===== src/npc_pkg.sv =====
// ----------------------------------------------------------------------------
// npc_pkg
// Shared types and constants of the nearest palette color unit.
// ----------------------------------------------------------------------------
package npc_pkg;

  // palette size default and field widths
  localparam int PALETTE_DEPTH_DEF = 1024;
  localparam int ENTRY_W           = 10;
  localparam int COLOR_W           = 8;
  localparam int KEY_W             = 3 * COLOR_W;
  localparam int SQ_W              = 2 * COLOR_W;
  localparam int DIST_W            = 18;

  // configuration port
  localparam int CFG_IDX_W  = 1;
  localparam int CFG_DATA_W = 11;

  localparam logic [CFG_IDX_W-1:0] CFG_PALETTE_COUNT   = 1'b0;
  localparam logic [CFG_IDX_W-1:0] CFG_ALPHA_THRESHOLD = 1'b1;

  localparam logic [COLOR_W-1:0] ALPHA_THRESHOLD_RST = 8'd128;

  // request commands
  localparam logic CMD_WRITE_ENTRY = 1'b0;
  localparam logic CMD_CLASSIFY    = 1'b1;

  // controller states
  typedef enum logic [1:0] {
    ST_IDLE,
    ST_SEARCH,
    ST_DRAIN,
    ST_EMIT
  } npc_state_e;

  // controller to datapath
  typedef struct packed {
    logic accept;
    logic start;
    logic issue;
    logic emit;
  } npc_cmd_t;

  // datapath to controller
  typedef struct packed {
    logic is_pixel;
    logic transparent;
    logic last_issue;
    logic pipe_busy;
    logic out_free;
  } npc_sts_t;

endpackage


===== src/npc_ctrl.sv =====
// ----------------------------------------------------------------------------
// npc_ctrl
// Sequencer: accepts requests, runs the palette scan, hands off the result.
// ----------------------------------------------------------------------------
module npc_ctrl
  import npc_pkg::*;
(
  input  logic     clk_i,
  input  logic     rst_ni,
  input  logic     in_valid_i,
  input  npc_sts_t sts_i,
  output npc_cmd_t cmd_o
);

  npc_state_e state_q, state_d;

  // state register
  always_ff @(posedge clk_i or negedge rst_ni) begin
    if (!rst_ni) begin
      state_q <= ST_IDLE;
    end else begin
      state_q <= state_d;
    end
  end

  // next state and commands
  always_comb begin
    state_d = state_q;
    cmd_o   = '0;
    unique case (state_q)
      ST_IDLE: begin
        cmd_o.accept = 1'b1;
        if (in_valid_i && sts_i.is_pixel) begin
          cmd_o.start = 1'b1;
          state_d     = sts_i.transparent ? ST_EMIT : ST_SEARCH;
        end
      end
      ST_SEARCH: begin
        cmd_o.issue = 1'b1;
        if (sts_i.last_issue) begin
          state_d = ST_DRAIN;
        end
      end
      ST_DRAIN: begin
        if (!sts_i.pipe_busy) begin
          state_d = ST_EMIT;
        end
      end
      ST_EMIT: begin
        cmd_o.emit = 1'b1;
        if (sts_i.out_free) begin
          state_d = ST_IDLE;
        end
      end
      default: begin
        state_d = ST_IDLE;
      end
    endcase
  end

endmodule


===== config.mk =====
export PLATFORM = sky130hd
export DESIGN_NAME = npc_ctrl
export DESIGN_NICKNAME = d
export VERILOG_FILES = /design/src/npc_pkg.sv /design/src/npc_ctrl.sv
export SDC_FILE = /design/constraint.sdc
export NUM_CORES = 1
export LEC_CHECK = 0
export ABC_AREA = 1
export BUFFER_PORTS_ARGS = -buffer_cell sky130_fd_sc_hd__buf_4
export CAP_MARGIN = 25
export CORE_AREA = 3 3 40 42
export CTS_CLUSTER_DIAMETER = 150
export DETAILED_ROUTE_END_ITERATION = 12
export DIE_AREA = 0 0 43 45
export MAX_ROUTING_LAYER = met4
export PLACE_DENSITY = 0.37
export SLEW_MARGIN = 20
export SYNTH_ARGS = -nofsm -noshare
export SYNTH_HDL_FRONTEND = slang
export SYNTH_SLANG_ARGS = --single-unit
export TNS_END_PERCENT = 100

===== constraint.sdc =====
create_clock -name clk_i -period 1.5 [get_ports clk_i]
set_clock_uncertainty 0.05 [all_clocks]
set_input_delay 0.075 -clock clk_i [delete_from_list [all_inputs] [get_ports clk_i]]
set_output_delay 0.075 -clock clk_i [all_outputs]
set_load 0.02 [all_outputs]

# Word level (Yosys, flattened, before mapping)
# Index checks and enable logic that the tools add are counted.
[totals]
output_inout_bits = 4
regBits = 2
in_bits = 8
[op_classes]
n_reduce_logical = 3
muxes = 10
eq_ne = 7
[op_table]
columns = ["cell", "count"]
rows = [
  ["$mux W2", 6],
  ["$ne A2 B2 Y1 const B", 4],
  ["$pmux W2 S4", 1],
  ["$eq A2 B2 Y1 const B", 2],
  ["$reduce_and A4 Y1", 1],
  ["$mux W1", 3],
  ["$eq A2 B1 Y1 const B", 1],
  ["$logic_not A2 Y1", 1],
  ["$logic_and A1 B1 Y1", 1],
]

# Longest topological paths before layout
# Gate-level depths: netlist (run 1).
[depth]
depth_word = 3
mapped_depth = 7

# Worst setup path before layout (run 1)
# Ideal clock, no wire load.
[synth_path]
path_kind = "reg-to-output"
start = "register state_q[0]"
end = "output cmd_o[2] (netlist bit)"
setup_slack_ps = 229
arrival_time_ps = 1146
path_buffers = 0
path_stages_with_launch = 5
cell_sequence = "dfrtp_1 -> inv_1 -> ha_1 -> inv_1 -> nor2_1"
[synth_lines]
columns = ["item", "line", "rtl"]
rows = [
  ["start: declaration", "npc_ctrl.sv:15", "npc_state_e state_q, state_d;"],
  ["start signal: assignment", "npc_ctrl.sv:22", "state_q <= state_d;"],
  ["end: declaration", "npc_ctrl.sv:12", "output npc_cmd_t cmd_o"],
]

==> impl_metrics.csv, run 1 <==
group,metric,value,unit
yosys,synth-edff-count,0,
route,routedWlPerCell,7.197,µm
sta,rsz0062_at_grt,"false",
layout,nets,61,
sta,fmax,742.9,MHz
floorplanning,num_rows,13,
status,status,"completed",
clocking,clockBufferDepth,2,
clocking,cts_tree,"done",
clocking,postCtsSetupRepairBufs,0,
clocking,worstSkewPairLatency,0.22,ns
setup_path,startpoint_type,"flop",
global_route,antenna_found_initial,0,
layout,reg.largest.list,"state_q (2)",
route,dr.pass1.iters,1,
layout,largest-register,"state_q",
sta,max_slew_margin,0.8988,
setup_path,critical_path_class,"reg -> out",
setup_path,crit_arrival,1.22,ns
run,drv_cap,0,
sta,period_share,0.8973,
yosys,synthTopCellsByCount,"nand2_1, inv_1, ha_1",
place,dp_hpwl,378,µm
yosys,synth_area,226.5,µm²
pwr,peakVddDrop,0.6626,mV
yosys,synth.most_common_cell,"nand2_1",
yosys,synth.distinct_cells,10,
route,drc,0,
place,place_area,327.8,µm²
clocking,cts.clk_slew.worst_paths,0.03,ns
setup_path,reg2reg_from,"state_q[0]",
floorplanning,start_util,0.1762,
yosys,ys_warn_count,0,
sta,fin_tns_setup,0,ns
worst_hold_path,min_path_type,"in -> async",
sta,worst_slew_pin_slew,0.1503,ns
yosys,synth_top_area_frac,0.2762,
layout,final_area,360.3,µm²
sta,final_max_slew_viol_count,0,
floorplanning,die_area,1935,µm²
setup_path,required,1.37,ns
layout,drive_above_1_share,0.3696,
floorplanning,ios,12,
floorplanning,die_h,45,µm
clocking,cts_htree_levels,1,
yosys,synth_top_area_cell,"ha_1",
global_route,gr-total-overflow,0,
layout,syn2layout_area_growth,59.12,%
yosys,synth_nets,44,
route,drt_iter0_drc,0,
clocking,cts-root-buf,"clkbuf_4",
layout,largest_reg_flops,2,
sta,hold_viol,0,
yosys,ys_seq_elements,2,
yosys,async_reset_ff_frac,1.000,
place,gp_congestion,0.6144,
place,port_buffers,11,
yosys,ys.flop_type,"dfrtp_1",
floorplanning,die_width,43,µm
route,num_vias,214,
yosys,ys_seq_area_frac,0.2210,
setup_path,cp-startpoint,"state_q[0]",
yosys,avgSynthCellArea,7.305,µm²
yosys,synth_area_leaders,"ha_1, dfrtp_1, nand2_1, inv_1, o21bai_1",
pwr,p_leak,0.0002165,µW
global_route,grt_pass1_wl,710,µm
clocking,clkSinkCount,2,
route,avgViaCountPerCell,3.508,
layout,num_antenna_cells,0,
pwr,p_per_area,1886,nW/µm²
clocking,cts_made_buffers,3,
setup_path,cp_max_fo,4,
global_route,grt_max_degree,5,
global_route,first_global_vias,195,
sta,min_period,1.346,ns
sta,report.final.setup_viol,0,
floorplanning,core_area,1285,µm²
global_route,track_usage,0.05565,
route,ant_nets,0,
setup_path,endpoint_kind,"primary output",
yosys,synthCells,31,
route,wirelength,439,µm
-- routing by layer --
layer | track usage | vias to the layer above | part of all wire
li1 | - | 124 | -
met1 | 0.05036 | 82 | 0.38
met2 | 0.08084 | 8 | 0.49
met3 | 0.01992 | 0 | 0.13
met4 | 0.07229 | 0 | 0
met5 | - | - | 0
-- worst max-delay path, stage by stage (launching register included) --
cell and delay (ns):
dfrtp_1 0.39, inv_1 0.13, ha_1 0.20, inv_1 0.05, nor2_1 0.09, buf_4 0.14
-- path summary, 6_finish.rpt --
check,cells past startpoint,end,slack (ns)
setup / recovery,5,cmd_o[2],0.15
hold reg to reg,3,state_q[1],0.65
hold / removal,2,state_q[0],0.13
setup reg to reg,6,state_q[0],0.27
min in group clk_i,5,state_q[1],0.15
max in group asynchronous,2,state_q[1],1.18
-- cell usage in the layout, fill, tap and decap left out, types with 2 or more instances in the layout --
cell type	instances
nand2_1	10
nand2_2	2
o21bai_1	2
clkbuf_4	3
dfrtp_1	2
ha_1	5
buf_4	11
inv_1	6
-- through the flow --
step / power (µW) / utilization / hold WS [ns] / setup slack (ns) / cells
detailed placement: 572.2 / 0.2551 / -0.1905 / 0.2655 / 57
global placement: 574.8 / 0.2551 / -0.1918 / 0.2674 / 57
floorplan: 444.9 / - / -0.2706 / 0.2285 / 31
finish: 679.5 / 0.2804 / 0.1263 / 0.1540 / 61
global route: 767.6 / 0.2804 / 0.1161 / 0.06661 / 61
CTS: 698.9 / 0.2804 / 0.1135 / 0.1382 / 61
-- area by class of cell --
type / instances / area (µm²)
sequential: 2 / 50.05
fill: 145 / 924.6
multi-input combinational: 23 / 153.9
timing repair buffer: 12 / 92.59
clock buffer: 3 / 22.52
tap: 15 / 18.77
inverter: 6 / 22.52
-- where the power goes --
part           switching [µW]  total [µW]  internal (µW)
Clock                    27.9         116           88.0
Combinational             262         458            196
Sequential               21.4         106           84.3
Total                     311         680            368
-- kinds of logic after synthesis --
kind of cell,count (synthesis),share of synthesized area
adder cells (fa/ha/maj),5,0.2762
AO/OA/AOI/OAI,3,0.08836
buffers and inverters,6,0.09944
flip-flops,2,0.2210
AND/OR/NAND/NOR,15,0.3149
-- what timing repair did --
action | 4_1_cts | 5_1_grt
hold buffers | 1 | 0
setup endpoints to repair | 0 | 0
resized for setup | 0 | 0
endpoints found under the hold margin | 2 | 0
Note: power is estimated with default switching activity, not from simulation.
==> run 2: changes to the inputs <==
--- a/config.mk
+++ b/config.mk
@@ -5,7 +5,6 @@
 export SDC_FILE = /design/constraint.sdc
 export NUM_CORES = 1
 export LEC_CHECK = 0
-export ABC_AREA = 1
 export BUFFER_PORTS_ARGS = -buffer_cell sky130_fd_sc_hd__buf_4
 export CAP_MARGIN = 25
 export CORE_AREA = 3 3 40 42
@@ -13,7 +12,7 @@
 export DETAILED_ROUTE_END_ITERATION = 12
 export DIE_AREA = 0 0 43 45
 export MAX_ROUTING_LAYER = met4
-export PLACE_DENSITY = 0.37
+export PLACE_DENSITY = 0.35
 export SLEW_MARGIN = 20
 export SYNTH_ARGS = -nofsm -noshare
 export SYNTH_HDL_FRONTEND = slang
==> run 2 against run 1 <==
  * Combinational power increased by 8.5%
  * Global-route usage increased by 0.36 points
  * Sequential power increased by 8%
  * Final cell count decreased by 16%
  * Highest routed layer unchanged
  * Die area unchanged
==> impl_metrics.csv, run 2 <==
group,metric,value,unit
status,status,"completed",
yosys,synth_nets,31,
sta,fmax,670.0,MHz
global_route,first_global_vias,195,
clocking,clockBufferDepth,2,
pwr,p_leak,0.0001914,µW
place,port_buffers,11,
clocking,cts.clk_slew.worst_paths,0.03,ns
route,avgViaCountPerCell,3.863,
sta,report.final.setup_viol,0,
run,drv_cap,0,
setup_path,required,1.55,ns
yosys,synth_top_area_cell,"ha_1",
sta,max_slew_margin,0.9086,
global_route,grt_max_degree,5,
yosys,synthTopCellsByCount,"ha_1, mux2i_1, dfrtp_1, inv_1, nor2b_1",
floorplanning,core_area,1285,µm²
route,drc,0,
layout,nets,51,
yosys,async_reset_ff_frac,1.000,
floorplanning,start_util,0.1490,
sta,rsz0062_at_grt,"true",
yosys,synthCells,18,
yosys,synth.most_common_cell,"ha_1",
setup_path,endpoint_kind,"flop",
yosys,ys.flop_type,"dfrtp_1",
sta,period_share,0.9951,
floorplanning,die_area,1935,µm²
floorplanning,die_width,43,µm
layout,final_area,362.8,µm²
route,ant_nets,0,
sta,min_period,1.493,ns
route,num_vias,197,
clocking,clkSinkCount,2,
place,place_area,302.8,µm²
yosys,synth_area,191.4,µm²
global_route,track_usage,0.05923,
floorplanning,die_h,45,µm
layout,syn2layout_area_growth,89.54,%
clocking,cts-root-buf,"clkbuf_4",
global_route,gr-total-overflow,0,
yosys,ys_seq_area_frac,0.2614,
place,gp_congestion,0.6295,
yosys,synth.distinct_cells,9,
pwr,p_per_area,2010,nW/µm²
clocking,cts_tree,"done",
yosys,ys_warn_count,0,
layout,final_common_cell,"buf_4",
yosys,avgSynthCellArea,10.64,µm²
floorplanning,num_rows,13,
clocking,worstSkewPairLatency,0.22,ns
yosys,synth-edff-count,0,
setup_path,startpoint_type,"flop",
yosys,ys_seq_elements,2,
pwr,peakVddDrop,0.7750,mV
layout,largest_reg_flops,2,
layout,layout_common_cells,"buf_4, mux2i_1, ha_1, clkbuf_4",
setup_path,crit_arrival,1.54,ns
route,drt_iter0_drc,2,
setup_path,cp_max_fo,3,
global_route,grt_pass1_wl,772,µm
worst_hold_path,min_path_type,"in -> async",
route,dr.pass1.iters,2,
yosys,synth_area_leaders,"ha_1, dfrtp_1, mux2i_1, nor2b_1, a2111o_1",
layout,drive_above_1_share,0.5833,
sta,final_max_slew_viol_count,0,
layout,num_antenna_cells,0,
route,wirelength,487,µm
sta,worst_slew_pin_slew,0.1333,ns
layout,largest-register,"state_q",
sta,fin_tns_setup,0,ns
clocking,cts_htree_levels,1,
yosys,synth_top_area_frac,0.3268,
global_route,antenna_found_initial,0,
setup_path,reg2regPathDepth,5,
floorplanning,ios,12,
route,routedWlPerCell,9.549,µm
clocking,cts_made_buffers,3,
layout,reg.largest.list,"state_q (2)",
setup_path,critical_path_class,"reg -> reg",
sta,hold_viol,0,
run 2: cell count changes after synthesis, moves of 2 or more:
cell / previous run / this run
nand2_1: 10 / 0
inv_1: 6 / 2
mux2i_1: 0 / 3
nand2_2: 2 / 0
nor2b_1: 0 / 2
o21bai_1: 2 / 0
run 2: layout make-up:
class	count	area [µm²]
Clock buffer	3	22.52
Fill cell	150	922.1
Inverter	2	7.507
Multi-Input combinational cell	14	148.9
Sequential cell	2	50.05
Tap cell	15	18.77
Timing Repair Buffer	15	115.1
run 2: worst paths after layout:
path                            startpoint    endpoint  slack, ns
worst min register to register  state_q[0]  state_q[0]       0.60
min in group clk_i                sts_i[3]  state_q[1]       0.12
max in group asynchronous           rst_ni  state_q[1]       1.19
worst max register to register  state_q[1]  state_q[1]      0.007
worst max-delay path            state_q[1]  state_q[1]      0.007
worst min-delay path                rst_ni  state_q[0]       0.12
run 2: logic make-up after synthesis:
kind of cell,Yosys count,share of synthesized area
AO/OA/AOI/OAI,2,0.09805
adder cells (fa/ha/maj),5,0.3268
buffers and inverters,2,0.03923
flip-flops,2,0.2614
multiplexers,3,0.1569
AND/OR/NAND/NOR,4,0.1176
run 2: critical path: stages (launching register included):
cell      delay (ns)
dfrtp_1         0.38
inv_2           0.08
ha_2            0.17
nor2b_1         0.13
a2111o_1        0.43
mux2i_1         0.14
run 2: through the flow:
stage | total power (µW) | hold WS (ns) | std cells | setup WS (ns) | util
6_report | 729.4 | 0.1194 | 51 | 0.007419 | 0.2824
5_1_grt | 805.3 | 0.1171 | 51 | -0.04351 | 0.2824
4_1_cts | 674.8 | 0.1047 | 49 | 0.00009892 | 0.2610
3_5_place_dp | 546.5 | -0.1910 | 45 | 0.003531 | 0.2356
3_3_place_gp | 543.9 | -0.1922 | 45 | 0.005226 | 0.2356
2_1_floorplan | 404.5 | -0.2706 | 18 | 0.007006 | -
run 2: routing by layer:
layer	up-vias	wire, µm	GRT usage
met4	0	0	0.07229
li1	99	-	-
met5	-	0	-
met2	11	226	0.07485
met3	0	71	0.03984
met1	87	189	0.05314
run 2: report_power, final:
group	internal, µW	total, µW	switching (µW)
Clock	88.1	117	29.1
Sequential	86.0	115	29.2
Combinational	261	497	236
Total	435	729	295
run 2: timing repair:
action | CTS | global route
gates resized for setup | 0 | 4
hold endpoints to repair | 2 | 0
hold buffers | 1 | 0
setup endpoints to repair | 0 | 2
setup buffers | 0 | 2
==> run 3: changes to the inputs <==
--- a/config.mk
+++ b/config.mk
@@ -5,14 +5,14 @@
 export SDC_FILE = /design/constraint.sdc
 export NUM_CORES = 1
 export LEC_CHECK = 0
-export BUFFER_PORTS_ARGS = -buffer_cell sky130_fd_sc_hd__buf_4
 export CAP_MARGIN = 25
 export CORE_AREA = 3 3 40 42
 export CTS_CLUSTER_DIAMETER = 150
 export DETAILED_ROUTE_END_ITERATION = 12
 export DIE_AREA = 0 0 43 45
+export DONT_BUFFER_PORTS = 1
 export MAX_ROUTING_LAYER = met4
-export PLACE_DENSITY = 0.35
+export PLACE_DENSITY = 0.3
 export SLEW_MARGIN = 20
 export SYNTH_ARGS = -nofsm -noshare
 export SYNTH_HDL_FRONTEND = slang
==> run 3 against run 2 <==
  * Sequential share of layout area is 3.2 points higher
  * Wire length is 10% lower
  * First-iteration DRC count is 50% lower
  * Largest cell class unchanged
  * Flip-flop and latch count stayed put
  * Die area stayed put
  * Sequential power hardly changed
==> impl_metrics.csv, run 3 (synthesized netlist as in run 2, its figures left out) <==
group,metric,value,unit
layout,reg.largest.list,"state_q (2)",
layout,final_common_cell,"buf_4",
clocking,cts_htree_levels,1,
pwr,p_switching,276.9,µW
setup_path,cp_max_fo,3,
setup_path,cp_slowest_cell,"a2111o_1",
floorplanning,core_area,1285,µm²
setup_path,startpoint_type,"flop",
floorplanning,ios,12,
clocking,worstSkewPairLatency,0.22,ns
sta,min_period,1.474,ns
pwr,p_leak,0.0001478,µW
global_route,track_usage,0.05060,
sta,final_max_slew_viol_count,0,
sta,report.final.setup_viol,0,
setup_path,crit_arrival,1.56,ns
layout,drive_above_1_share,0.5185,
pwr,p_int,400.7,µW
setup_path,r2r_setup_slack,0.03,ns
route,drc,0,
route,wirelength,436,µm
sta,period_share,0.9825,
clocking,clkSinkCount,2,
global_route,first_global_vias,164,
pwr,peakVddDrop,0.6031,mV
floorplanning,die_width,43,µm
setup_path,required,1.58,ns
sta,worst_slack,0.02624,ns
status,status,"completed",
route,ant_nets,0,
global_route,antenna_found_initial,0,
layout,fill_cells,141,
floorplanning,start_util,0.1490,
setup_path,endpoint_kind,"flop",
sta,worst_slew_pin_slew,0.1526,ns
setup_path,max_stage_delay,0.43,ns
place,gp_congestion,0.6219,
route,dr.pass1.iters,2,
worst_hold_path,min_path_type,"in -> async",
layout,nets,42,
layout,num_antenna_cells,0,
layout,largest_reg_flops,2,
global_route,grt_pass1_wl,621,µm
pwr,p_clk_frac,0.173,
place,place_inst,38,
clocking,cts_made_buffers,3,
setup_path,crit_chain,"ha_2 > nor2b_4 > a2111o_1 > mux2i_1",
pwr,swShare,0.4086,
pwr,pwr-share-seq,0.171,
floorplanning,num_rows,13,
layout,layout_common_cells,"buf_4, mux2i_1, ha_1, clkbuf_4",
pwr,p_per_area,2304,nW/µm²
floorplanning,die_area,1935,µm²
sta,fmax,678.5,MHz
clocking,cts-root-buf,"clkbuf_4",
route,drt_iter0_drc,1,
place,place_ws,-0.03645,ns
route,avgViaCountPerCell,3.833,
layout,stdcell_count,42,
clocking,cts.clk_slew.worst_paths,0.03,ns
pwr,p_comb_frac,0.656,
sta,rsz0062_at_grt,"true",
sta,max_slew_margin,0.8953,
global_route,gr-total-overflow,0,
sta,hold_viol,0,
place,port_buffers,0,
global_route,grt_max_degree,4,
route,num_vias,161,
layout,syn2layout_area_growth,53.59,%
route,routedWlPerCell,10.38,µm
run,drv_cap,0,
layout,largest-register,"state_q",
setup_path,critical_path_class,"reg -> reg",
floorplanning,die_h,45,µm
clocking,clockBufferDepth,2,
clocking,cts_tree,"done",
place,dp_hpwl,378.9,µm
-- run 3: layout make-up --
class / count / area (µm²) / area share
multi-input cells: 14 / 147.6 / 0.5021
flip-flops and latches: 2 / 50.05 / 0.1702
clock buffers: 3 / 22.52 / 0.07660
repair buffers: 6 / 47.55 / 0.1617
well taps: 15 / 18.77 / 0.06383
inverters: 2 / 7.507 / 0.02553
-- run 3: worst max-delay path, delay by kind of cell, from the launching register on --
kind / cells / cell delay (ns)
adders and majority gates: 1 / 0.20
AOI/OAI and AO/OA: 1 / 0.43
DFF: 1 / 0.40
and+or+nand+nor: 1 / 0.12
muxes: 1 / 0.19
-- run 3: repair_timing --
action,4_1_cts,5_1_grt
cloned,0,0
pin swaps,1,0
gates resized for setup,3,2
hold buffers,1,0
buffers inserted,0,0
hold endpoints to repair,2,0
endpoints found under the setup margin,2,3
-- run 3: worst paths after layout --
kind	start	end	cells past startpoint
min in group clk_i	sts_i[3]	state_q[1]	2
setup reg to reg	state_q[0]	state_q[1]	4
hold / removal	rst_ni	state_q[0]	1
hold reg to reg	state_q[0]	state_q[0]	3
max in group asynchronous	rst_ni	state_q[1]	1
setup / recovery	state_q[0]	state_q[1]	4
-- run 3: stage by stage --
| step | utilization | total power (µW) | hold slack, ns | cell area, µm² | TNS [ns] |
|---|---|---|---|---|---|
| 5_1_grt | 0.2288 | 748.4 | 0.01960 | 294.0 | -0.01928 |
| 3_3_place_gp | 0.1947 | 542.3 | -0.2705 | 250.2 | -0.008228 |
| 3_5_place_dp | 0.1947 | 550.0 | -0.2705 | 250.2 | -0.03645 |
| 6_report | 0.2288 | 677.5 | 0.03385 | 294.0 | 0 |
| 4_1_cts | 0.2278 | 696.9 | 0.02474 | 292.8 | 0 |
| 2_1_floorplan | - | 404.5 | -0.2706 | 193.9 | 0 |
-- run 3: power groups by stage --
| stage | Sequential [µW] | Clock [µW] | Combinational, µW |
|---|---|---|---|
| 2_1_floorplan | 105 | 0 | 299 |
| 3_3_place_gp | 110 | 0 | 432 |
| 3_5_place_dp | 110 | 0 | 440 |
| 4_1_cts | 113 | 127 | 457 |
| 5_1_grt | 117 | 141 | 490 |
| 6_report | 116 | 118 | 444 |
-- run 3: metal layers --
layer	vias to the layer above	part of all wire	GRT usage
met5	-	0	-
met4	0	0	0.03614
met3	0	0.19	0.06375
met2	11	0.43	0.06287
met1	70	0.38	0.03855
li1	80	-	-
